[src/nca_pkg.sv]
// ----------------------------------------------------------------------------
// nca_pkg
// shared types and constants for the nearest center assignment block
// ----------------------------------------------------------------------------
package nca_pkg;

  localparam int MAX_CENTERS = 32;
  localparam int COORD_BITS  = 16;
  localparam int COUNT_BITS  = 24;
  localparam int REQ_W       = 2;
  localparam int IDX_W       = 5;
  localparam int NUM_W       = 6;
  localparam int DIST_W      = 2 * COORD_BITS + 1;
  localparam int SQ_W        = 2 * COORD_BITS;

  localparam logic [COUNT_BITS-1:0] COUNT_MAX = {COUNT_BITS{1'b1}};

  typedef logic signed [COORD_BITS-1:0] coord_t;
  typedef logic [IDX_W-1:0]             idx_t;
  typedef logic [DIST_W-1:0]            dist_t;
  typedef logic [COUNT_BITS-1:0]        count_t;

  typedef enum logic [REQ_W-1:0] {
    REQ_LOAD     = 2'd0,
    REQ_CLASSIFY = 2'd1,
    REQ_QUERY    = 2'd2,
    REQ_NONE     = 2'd3
  } req_e;

  // tag that travels with each center through the distance pipeline
  typedef struct packed {
    logic vld;
    logic last;
    idx_t idx;
  } nca_tag_t;

  // running winner of a scan
  typedef struct packed {
    logic  done;
    idx_t  idx;
    dist_t dist_sq;
  } nca_best_t;

endpackage

[src/nca_req_if.sv]
// ----------------------------------------------------------------------------
// nca_req_if
// request channel: valid/ready handshake with one request word
// ----------------------------------------------------------------------------
interface nca_req_if;
  import nca_pkg::*;

  logic                  valid;
  logic                  ready;
  logic [REQ_W-1:0]      req_type;
  logic [IDX_W-1:0]      center_index;
  logic signed [COORD_BITS-1:0] coord_x;
  logic signed [COORD_BITS-1:0] coord_y;

  modport source (output valid, req_type, center_index, coord_x, coord_y, input ready);
  modport sink   (input valid, req_type, center_index, coord_x, coord_y, output ready);
endinterface

[src/nca_res_if.sv]
// ----------------------------------------------------------------------------
// nca_res_if
// result channel: valid/ready handshake with one result word
// ----------------------------------------------------------------------------
interface nca_res_if;
  import nca_pkg::*;

  logic                  valid;
  logic                  ready;
  logic [IDX_W-1:0]      assigned_index;
  logic [DIST_W-1:0]     distance_sq;
  logic [COUNT_BITS-1:0] center_count;

  modport source (output valid, assigned_index, distance_sq, center_count, input ready);
  modport sink   (input valid, assigned_index, distance_sq, center_count, output ready);
endinterface

[src/nca_ram.sv]
// ----------------------------------------------------------------------------
// nca_ram
// generic simple dual port ram, one write port, one registered read port
// ----------------------------------------------------------------------------
module nca_ram #(
  parameter int WIDTH = 8,
  parameter int DEPTH = 32,
  localparam int AW   = (DEPTH > 1) ? $clog2(DEPTH) : 1
) (
  input  logic             clk_i,
  input  logic             we_i,
  input  logic [AW-1:0]    waddr_i,
  input  logic [WIDTH-1:0] wdata_i,
  input  logic [AW-1:0]    raddr_i,
  output logic [WIDTH-1:0] rdata_o
);

  logic [WIDTH-1:0] mem_q [DEPTH];
  logic [WIDTH-1:0] rdata_q;

  always_ff @(posedge clk_i) begin
    if (we_i) begin
      mem_q[waddr_i] <= wdata_i;
    end
    rdata_q <= mem_q[raddr_i];
  end

  assign rdata_o = rdata_q;

endmodule

[src/nca_dist_unit.sv]
// ----------------------------------------------------------------------------
// nca_dist_unit
// shared squared distance and compare unit, three stages: subtract, square,
// sum and keep the strictly smaller distance
// ----------------------------------------------------------------------------
module nca_dist_unit import nca_pkg::*; (
  input  logic      clk_i,
  input  logic      rst_ni,
  input  nca_tag_t  tag_i,
  input  coord_t    px_i,
  input  coord_t    py_i,
  input  coord_t    cx_i,
  input  coord_t    cy_i,
  output nca_best_t best_o
);

  nca_tag_t                    s1_tag_q, s2_tag_q;
  logic signed [COORD_BITS:0]  dx_d, dy_d, dx_q, dy_q;
  logic signed [2*COORD_BITS+1:0] px2, py2;
  logic [SQ_W-1:0]             sqx_q, sqy_q;
  dist_t                       sum;
  logic                        upd;
  logic                        done_q;
  idx_t                        best_idx_q;
  dist_t                       best_dist_q;

  assign dx_d = $signed({px_i[COORD_BITS-1], px_i}) - $signed({cx_i[COORD_BITS-1], cx_i});
  assign dy_d = $signed({py_i[COORD_BITS-1], py_i}) - $signed({cy_i[COORD_BITS-1], cy_i});

  assign px2 = dx_q * dx_q;
  assign py2 = dy_q * dy_q;

  assign sum = {1'b0, sqx_q} + {1'b0, sqy_q};
  assign upd = s2_tag_q.vld && ((s2_tag_q.idx == '0) || (sum < best_dist_q));

  always_ff @(posedge clk_i or negedge rst_ni) begin
    if (!rst_ni) begin
      s1_tag_q <= '0;
      s2_tag_q <= '0;
      done_q   <= 1'b0;
    end else begin
      s1_tag_q <= tag_i;
      s2_tag_q <= s1_tag_q;
      done_q   <= s2_tag_q.vld && s2_tag_q.last;
    end
  end

  always_ff @(posedge clk_i) begin
    dx_q  <= dx_d;
    dy_q  <= dy_d;
    sqx_q <= px2[SQ_W-1:0];
    sqy_q <= py2[SQ_W-1:0];
    if (upd) begin
      best_idx_q  <= s2_tag_q.idx;
      best_dist_q <= sum;
    end
  end

  assign best_o.done    = done_q;
  assign best_o.idx     = best_idx_q;
  assign best_o.dist_sq = best_dist_q;

`ifndef NO_ASSERTIONS
  // the first center of a scan always opens a fresh winner
  a_first_takes: assert property (@(posedge clk_i) disable iff (!rst_ni)
    (s2_tag_q.vld && s2_tag_q.idx == '0) |=> (best_idx_q == '0))
    else $error("first center did not take the winner slot");
`endif

endmodule

[src/nearest_center_assign.sv]
// ----------------------------------------------------------------------------
// nearest_center_assign
// nearest center assignment over a table of 2-d centers with hit counts;
// loads centers, classifies points, reads counts
// ----------------------------------------------------------------------------
//   channel  | dir | word
//   req_i    | in  | req_type, center_index, coord_x, coord_y
//   res_o    | out | assigned_index, distance_sq, center_count
//   cfg      | in  | cfg_we_i, cfg_wdata_i (num_centers)
//
// classify: one center per cycle through the shared distance unit, then a
//   read-modify-write of the hit count
// load, unknown: straight to result; query: count read, then result
// one request at a time; req_i.ready is high only when the sequencer is idle
// the output register lets the next request enter while a result waits
// ----------------------------------------------------------------------------
module nearest_center_assign import nca_pkg::*; (
  input  logic             clk_i,
  input  logic             rst_ni,
  input  logic             cfg_we_i,
  input  logic [NUM_W-1:0] cfg_wdata_i,
  nca_req_if.sink          req_i,
  nca_res_if.source        res_o
);

  typedef enum logic [4:0] {
    S_IDLE   = 5'b00001,
    S_SCAN   = 5'b00010,
    S_DRAIN  = 5'b00100,
    S_CNT_RD = 5'b01000,
    S_RES    = 5'b10000
  } state_e;

  state_e             state_q, state_d;
  logic [NUM_W-1:0]   num_centers_q;
  logic [NUM_W-1:0]   n_eff;
  idx_t               last_idx;
  req_e               req_in;
  logic               accept;
  logic               in_range;

  req_e               req_q, req_d;
  logic               range_q, range_d;
  coord_t             px_q, py_q, px_d, py_d;
  idx_t               k_q, k_d, last_q, last_d;
  idx_t               res_idx_q, res_idx_d;
  dist_t              res_dist_q, res_dist_d;
  count_t             res_cnt_q, res_cnt_d;

  logic               out_vld_q;
  idx_t               out_idx_q;
  dist_t              out_dist_q;
  count_t             out_cnt_q;
  logic               out_load;

  logic [MAX_CENTERS-1:0] cvalid_q, kvalid_q;
  logic               cv_rd_q, kv_rd_q;
  nca_tag_t           tag_q;

  logic               c_we;
  logic [2*COORD_BITS-1:0] c_rdata;
  coord_t             cx, cy;

  logic               k_we;
  idx_t               k_waddr, k_raddr;
  count_t             k_wdata, k_rdata;
  count_t             cnt_cur, cnt_next;

  nca_best_t          best;

  // effective center count: zero acts as one, clipped to the table size
  always_comb begin
    n_eff = num_centers_q;
    if (num_centers_q == '0) begin
      n_eff = NUM_W'(1);
    end else if (num_centers_q > NUM_W'(MAX_CENTERS)) begin
      n_eff = NUM_W'(MAX_CENTERS);
    end
  end
  assign last_idx = IDX_W'(n_eff - NUM_W'(1));

  assign req_in   = req_e'(req_i.req_type);
  assign req_i.ready = (state_q == S_IDLE);
  assign accept   = req_i.valid && req_i.ready;
  assign in_range = ({1'b0, req_i.center_index} < NUM_W'(MAX_CENTERS));

  // center table
  assign c_we = accept && (req_in == REQ_LOAD) && in_range;

  nca_ram #(.WIDTH(2 * COORD_BITS), .DEPTH(MAX_CENTERS)) u_center_ram (
    .clk_i   (clk_i),
    .we_i    (c_we),
    .waddr_i (req_i.center_index),
    .wdata_i ({req_i.coord_x, req_i.coord_y}),
    .raddr_i (k_q),
    .rdata_o (c_rdata)
  );

  assign cx = cv_rd_q ? coord_t'(c_rdata[2*COORD_BITS-1:COORD_BITS]) : '0;
  assign cy = cv_rd_q ? coord_t'(c_rdata[COORD_BITS-1:0]) : '0;

  nca_dist_unit u_dist (
    .clk_i  (clk_i),
    .rst_ni (rst_ni),
    .tag_i  (tag_q),
    .px_i   (px_q),
    .py_i   (py_q),
    .cx_i   (cx),
    .cy_i   (cy),
    .best_o (best)
  );

  // hit count table
  assign k_we    = c_we || ((state_q == S_CNT_RD) && (req_q == REQ_CLASSIFY));
  assign k_waddr = (state_q == S_CNT_RD) ? res_idx_q : req_i.center_index;
  assign k_wdata = (state_q == S_CNT_RD) ? cnt_next : '0;
  assign k_raddr = (state_q == S_IDLE) ? req_i.center_index : best.idx;

  nca_ram #(.WIDTH(COUNT_BITS), .DEPTH(MAX_CENTERS)) u_count_ram (
    .clk_i   (clk_i),
    .we_i    (k_we),
    .waddr_i (k_waddr),
    .wdata_i (k_wdata),
    .raddr_i (k_raddr),
    .rdata_o (k_rdata)
  );

  assign cnt_cur  = kv_rd_q ? k_rdata : '0;
  assign cnt_next = (cnt_cur == COUNT_MAX) ? cnt_cur : cnt_cur + COUNT_BITS'(1);

  assign out_load = (state_q == S_RES) && (!out_vld_q || res_o.ready);

  // sequencer
  always_comb begin
    state_d    = state_q;
    req_d      = req_q;
    range_d    = range_q;
    px_d       = px_q;
    py_d       = py_q;
    k_d        = k_q;
    last_d     = last_q;
    res_idx_d  = res_idx_q;
    res_dist_d = res_dist_q;
    res_cnt_d  = res_cnt_q;
    case (state_q)
      S_IDLE: begin
        if (accept) begin
          req_d      = req_in;
          range_d    = in_range;
          px_d       = req_i.coord_x;
          py_d       = req_i.coord_y;
          k_d        = '0;
          last_d     = last_idx;
          res_idx_d  = req_i.center_index;
          res_dist_d = '0;
          res_cnt_d  = '0;
          case (req_in)
            REQ_CLASSIFY: state_d = S_SCAN;
            REQ_QUERY:    state_d = S_CNT_RD;
            default:      state_d = S_RES;
          endcase
        end
      end
      S_SCAN: begin
        k_d = k_q + IDX_W'(1);
        if (k_q == last_q) begin
          state_d = S_DRAIN;
        end
      end
      S_DRAIN: begin
        if (best.done) begin
          res_idx_d  = best.idx;
          res_dist_d = best.dist_sq;
          state_d    = S_CNT_RD;
        end
      end
      S_CNT_RD: begin
        if (req_q == REQ_CLASSIFY) begin
          res_cnt_d = cnt_next;
        end else begin
          res_cnt_d = range_q ? cnt_cur : '0;
        end
        state_d = S_RES;
      end
      S_RES: begin
        if (out_load) begin
          state_d = S_IDLE;
        end
      end
      default: state_d = S_IDLE;
    endcase
  end

  always_ff @(posedge clk_i or negedge rst_ni) begin
    if (!rst_ni) begin
      state_q       <= S_IDLE;
      num_centers_q <= NUM_W'(1);
      cvalid_q      <= '0;
      kvalid_q      <= '0;
      tag_q         <= '0;
      out_vld_q     <= 1'b0;
    end else begin
      state_q <= state_d;
      if (cfg_we_i) begin
        num_centers_q <= cfg_wdata_i;
      end
      if (c_we) begin
        cvalid_q[req_i.center_index] <= 1'b1;
      end
      if (k_we) begin
        kvalid_q[k_waddr] <= 1'b1;
      end
      tag_q.vld  <= (state_q == S_SCAN);
      tag_q.last <= (k_q == last_q);
      tag_q.idx  <= k_q;
      if (out_load) begin
        out_vld_q <= 1'b1;
      end else if (res_o.ready) begin
        out_vld_q <= 1'b0;
      end
    end
  end

  always_ff @(posedge clk_i) begin
    req_q      <= req_d;
    range_q    <= range_d;
    px_q       <= px_d;
    py_q       <= py_d;
    k_q        <= k_d;
    last_q     <= last_d;
    res_idx_q  <= res_idx_d;
    res_dist_q <= res_dist_d;
    res_cnt_q  <= res_cnt_d;
    cv_rd_q    <= cvalid_q[k_q];
    kv_rd_q    <= kvalid_q[k_raddr];
    if (out_load) begin
      out_idx_q  <= res_idx_q;
      out_dist_q <= res_dist_q;
      out_cnt_q  <= res_cnt_q;
    end
  end

  assign res_o.valid          = out_vld_q;
  assign res_o.assigned_index = out_idx_q;
  assign res_o.distance_sq    = out_dist_q;
  assign res_o.center_count   = out_cnt_q;

`ifndef NO_ASSERTIONS
  a_scan_bound: assert property (@(posedge clk_i) disable iff (!rst_ni)
    (state_q == S_SCAN) |-> (k_q <= last_q))
    else $error("scan index past last center in use");

  a_done_in_drain: assert property (@(posedge clk_i) disable iff (!rst_ni)
    best.done |-> (state_q == S_DRAIN))
    else $error("distance unit finished outside drain");

  a_count_no_wrap: assert property (@(posedge clk_i) disable iff (!rst_ni)
    ((state_q == S_CNT_RD) && (req_q == REQ_CLASSIFY)) |-> (cnt_next != '0))
    else $error("hit count wrapped");

  a_winner_in_use: assert property (@(posedge clk_i) disable iff (!rst_ni)
    ((state_q == S_DRAIN) && best.done) |-> (best.idx <= last_q))
    else $error("winner outside centers in use");
`endif

endmodule

[src/flat_wrapper.sv]
// flat-port wrapper written by rule: the top's interface ports become plain ports
module nearest_center_assign_flat import nca_pkg::*;
  (clk_i, rst_ni, cfg_we_i, cfg_wdata_i, req_i_valid, req_i_req_type, req_i_center_index, req_i_coord_x, req_i_coord_y, req_i_ready, res_o_valid, res_o_assigned_index, res_o_distance_sq, res_o_center_count, res_o_ready);
  nca_req_if req_i_i ();
  nca_res_if res_o_i ();
  input  logic clk_i;
  input  logic rst_ni;
  input  logic cfg_we_i;
  input  logic [NUM_W-1:0] cfg_wdata_i;
  input wire logic [$bits(req_i_i.valid)-1:0] req_i_valid;
  input wire logic [$bits(req_i_i.req_type)-1:0] req_i_req_type;
  input wire logic [$bits(req_i_i.center_index)-1:0] req_i_center_index;
  input wire logic [$bits(req_i_i.coord_x)-1:0] req_i_coord_x;
  input wire logic [$bits(req_i_i.coord_y)-1:0] req_i_coord_y;
  output wire logic [$bits(req_i_i.ready)-1:0] req_i_ready;
  output wire logic [$bits(res_o_i.valid)-1:0] res_o_valid;
  output wire logic [$bits(res_o_i.assigned_index)-1:0] res_o_assigned_index;
  output wire logic [$bits(res_o_i.distance_sq)-1:0] res_o_distance_sq;
  output wire logic [$bits(res_o_i.center_count)-1:0] res_o_center_count;
  input wire logic [$bits(res_o_i.ready)-1:0] res_o_ready;
  assign req_i_i.valid = req_i_valid;
  assign req_i_i.req_type = req_i_req_type;
  assign req_i_i.center_index = req_i_center_index;
  assign req_i_i.coord_x = req_i_coord_x;
  assign req_i_i.coord_y = req_i_coord_y;
  assign req_i_ready = req_i_i.ready;
  assign res_o_valid = res_o_i.valid;
  assign res_o_assigned_index = res_o_i.assigned_index;
  assign res_o_distance_sq = res_o_i.distance_sq;
  assign res_o_center_count = res_o_i.center_count;
  assign res_o_i.ready = res_o_ready;
  nearest_center_assign u_core (.clk_i(clk_i), .rst_ni(rst_ni), .cfg_we_i(cfg_we_i), .cfg_wdata_i(cfg_wdata_i), .req_i(req_i_i), .res_o(res_o_i));
endmodule
[config.mk]
export PLATFORM = sky130hd
export DESIGN_NAME = nearest_center_assign_flat
export DESIGN_NICKNAME = d
export VERILOG_FILES = /design/src/nca_pkg.sv /design/src/nca_req_if.sv /design/src/nca_res_if.sv /design/src/nca_ram.sv /design/src/nca_dist_unit.sv /design/src/nearest_center_assign.sv /design/src/flat_wrapper.sv
export SDC_FILE = /design/constraint.sdc
export NUM_CORES = 2
export LEC_CHECK = 0
export BUFFER_PORTS_ARGS = -buffer_cell sky130_fd_sc_hd__buf_4
export CORE_UTILIZATION = 40
export CTS_CLUSTER_SIZE = 28
export DETAILED_ROUTE_END_ITERATION = 16
export HOLD_SLACK_MARGIN = 0.12
export RECOVER_POWER = 100
export SETUP_SLACK_MARGIN = 0.5
export SLEW_MARGIN = 0
export SYNTH_ARGS = -nofsm -noshare
export SYNTH_HDL_FRONTEND = slang
export SYNTH_SLANG_ARGS = --single-unit
[constraint.sdc]
create_clock -name clk_i -period 11.8 [get_ports clk_i]
set_input_delay 1.18 -clock clk_i [delete_from_list [all_inputs] [get_ports clk_i]]
set_output_delay 1.18 -clock clk_i [all_outputs]
set_load 0.005 [all_outputs]
==> impl_metrics.py <==
metrics = {
    "grt": {
        "grt_pass1_wl_mm": 379,
        "antenna_found_initial": 23,
        "grt.overflow.total": 0,
        "grt_max_degree": 138,
        "grtUsageTotal_pct": 19.5,
        "grt_pass1_vias": 58100,
    },
    "setup_path": {
        "cp-end-kind": "register",
        "crit_fanout": 71,
        "required_ps": 12560,
        "path_class": "reg -> reg",
        "cp-start-kind": "register",
        "cp_data_arrival_time_ps": 8350,
    },
    "yosys": {
        "ys_warn_count": 0,
        "syn_area_sq_mm": 0.105,
        "synth-async-reset-ratio_pct": 4.36,
        "ys_ff_latch": 2250,
        "ys_types": 71,
        "synth_seq_area_share_pct": 62.3,
        "synth_nets": 7270,
        "synth_edf_count": 1998,
        "syn_inst": 6439,
        "synth_flop_cell": "edfxtp_1",
        "synth_area_per_cell_sq_um": 16.3,
    },
    "layout": {
        "layout_common_cells": "1,998 x edfxtp_1, 744 x inv_1, 532 x nand2_1",
        "synthToLayoutAreaGrowth_pct": 12.0,
        "final_cell_count_no_fill": 10400,
        "nNetsFinal": 7487,
        "final_area_sq_mm": 0.118,
        "drive_above_1_share_pct": 16.3,
        "final_common_cell": "edfxtp_1",
    },
    "timing": {
        "skew_ps": 69.7,
        "relSlewSlack_pct": -446,
        "setup_ws_ps": 4210,
        "fin_crit_sh_pct": 64.3,
        "maxSlewViolCount": 2567,
        "fmax_mhz": 132,
        "tightest_slew_ps": 8190,
        "setup_violations": 0,
        "hold_violations": 0,
        "rsz0062_at_grt": "false",
        "timing.setup.tns_ps": 0,
        "period_minus_slack_ps": 7590,
    },
    "clocking": {
        "ctsHoldBuffers": 0,
        "cts_buffer_depth": 3,
        "post_cts_resized": 0,
        "cts.sinks": 2250,
        "clkTransAtPathRegs_ps": 60,
        "clkLatencyLatePin_ps": 900,
        "cts_tree": "yes",
        "cts_root_buf": "clkbuf_16",
        "cts_buffers": 228,
        "cts_setup_buffers": 0,
        "cts_htree_levels": 4,
    },
    "die": {
        "die_area_sq_mm": 0.265,
        "coreArea_sq_mm": 0.261,
        "ios": 114,
        "row_count": 187,
        "initial_core_util_pct": 40.4,
        "fp.dieW_um": 515,
        "die_h_um": 515,
    },
    "drt": {
        "via_per_inst": 5.33,
        "wl_per_cell_um": 24.7,
        "drt_iter0_markers": 4782,
        "vias": 55300,
        "dr.pass1.iters": 6,
        "ant_nets": 0,
        "drc": 0,
        "drt_wl_total_mm": 256,
    },
    "placed_design": {
        "pre_cts_ws_ps": 4970,
        "placed_cells_incl_taps": 9918,
        "dp_hpwl_mm": 146,
        "place.gp.congestion": 0.816,
        "portBuffers": 113,
        "placed_area_sq_mm": 0.111,
    },
    "flow_run": {
        "maxCapViolations": 83,
    },
    "hold_path": {
        "holdCritPathClass": "reg -> reg",
    },
    "outcome": {
        "status": "finished, violations left",
        "violations": "max-capacitance violations, max-slew violations",
    },
}
layout make-up:
type	instances	area, sq um
clock inverter	114	1340
fill	22800	143000
multi-input combinational	3204	36300
tap	3496	4370
sequential	2250	65500
inverter	746	2800
clock buffer	317	6280
timing repair buffer	226	1220
antenna	12	30.0
critical path, stage by stage, from the launching register on:
cell and delay, ps:
edfxtp_1 310, clkbuf_1 5630, mux4_2 1000, mux2_1 360
cell usage after synthesis, drive strengths merged, types with 3 or more instances:
| cell | instances | area [sq um] |
|---|---|---|
| a2111oi | 5 | 43.8 |
| a211o | 4 | 35.0 |
| a211oi | 9 | 67.6 |
| a21boi | 10 | 75.1 |
| a21o | 39 | 293 |
| a21oi | 82 | 410 |
| a221oi | 8 | 82.6 |
| a31o | 5 | 43.8 |
| a31oi | 6 | 37.5 |
| and2 | 112 | 701 |
| and3 | 13 | 86.3 |
| and4 | 3 | 28.8 |
| buf | 79 | 377 |
| clkbuf | 160 | 601 |
| dfrtp | 96 | 2400 |
| dfxtp | 154 | 3080 |
| edfxtp | 1998 | 60000 |
| fa | 514 | 10300 |
| ha | 267 | 3340 |
| inv | 744 | 2790 |
| mux2 | 41 | 462 |
| mux2i | 10 | 100 |
| mux4 | 530 | 11900 |
| nand2 | 534 | 2000 |
| nand2b | 26 | 163 |
| nand3 | 173 | 866 |
| nand3b | 7 | 52.6 |
| nand4 | 17 | 106 |
| nor2 | 255 | 965 |
| nor2b | 44 | 275 |
| nor3 | 43 | 215 |
| nor3b | 3 | 22.5 |
| nor4 | 10 | 68.8 |
| o2111ai | 4 | 35.0 |
| o211ai | 9 | 67.6 |
| o21a | 15 | 113 |
| o21ai | 87 | 435 |
| o21bai | 17 | 128 |
| o22ai | 4 | 25.0 |
| o31ai | 8 | 60.1 |
| or2 | 70 | 438 |
| or3 | 25 | 156 |
| xnor2 | 125 | 1090 |
| xor2 | 51 | 447 |
flip-flops by register name, indices dropped and copies added (netlist names), 31 cells and up:
name	count
u_core.cvalid_q	32
u_core.u_center_ram.rdata_o	32
u_core.u_count_ram.mem_q	768
u_core.u_dist.best_dist_q	33
u_core.res_dist_q	33
u_core.u_center_ram.mem_q	1024
u_core.u_dist.sqx_q	31
u_core.u_dist.sqy_q	31
u_core.res_o.distance_sq	33
u_core.kvalid_q	32
stage by stage:
| step | hold slack, ps | utilization [%] |
|---|---|---|
| floorplan | 331 | - |
| global placement | 334 | 42.6 |
| detailed placement | 335 | 42.6 |
| CTS | 155 | 45.5 |
| global route | 355 | 45.2 |
| finish | 337 | 45.2 |
per-layer routing:
layer / up-vias / wire [um] / GRT usage (%)
met4: 12 / 6030 / 5.06
met3: 373 / 16700 / 3.02
li1: 23800 / - / -
met2: 1702 / 128000 / 33.0
met1: 29300 / 105000 / 26.3
met5: - / 71 / 0
final timing paths:
check	cells after the start	startpoint	slack [ps]	end
max	3	u_core.k_q[2]	4210	u_core.u_center_ram.rdata_o[3]
min	0	u_core.u_dist.s1_tag_q[3]	340	u_core.u_dist.s2_tag_q[3]
max reg2reg	3	u_core.k_q[2]	4210	u_core.u_center_ram.rdata_o[3]
min reg2reg	0	u_core.u_dist.s1_tag_q[3]	340	u_core.u_dist.s2_tag_q[3]
max in group asynchronous	2	rst_ni	6290	u_core.kvalid_q[20]
min in group asynchronous	1	rst_ni	580	u_core.kvalid_q[6]
logic make-up after synthesis:
logic type                 after synthesis  synth area share [%]
DFF                                   2250                  62.3
AOI/OAI and AO/OA                      327                  1.99
and+or+nand+nor                       1339                  5.88
buffers and inverters                  985                  3.59
muxes                                  581                  11.9
adders and majority gates              781                  12.9
xor gates and xnor gates               176                  1.46
Power is not shown: default switching activity piles up to over one toggle a cycle in this logic, so the estimate is an artifact.
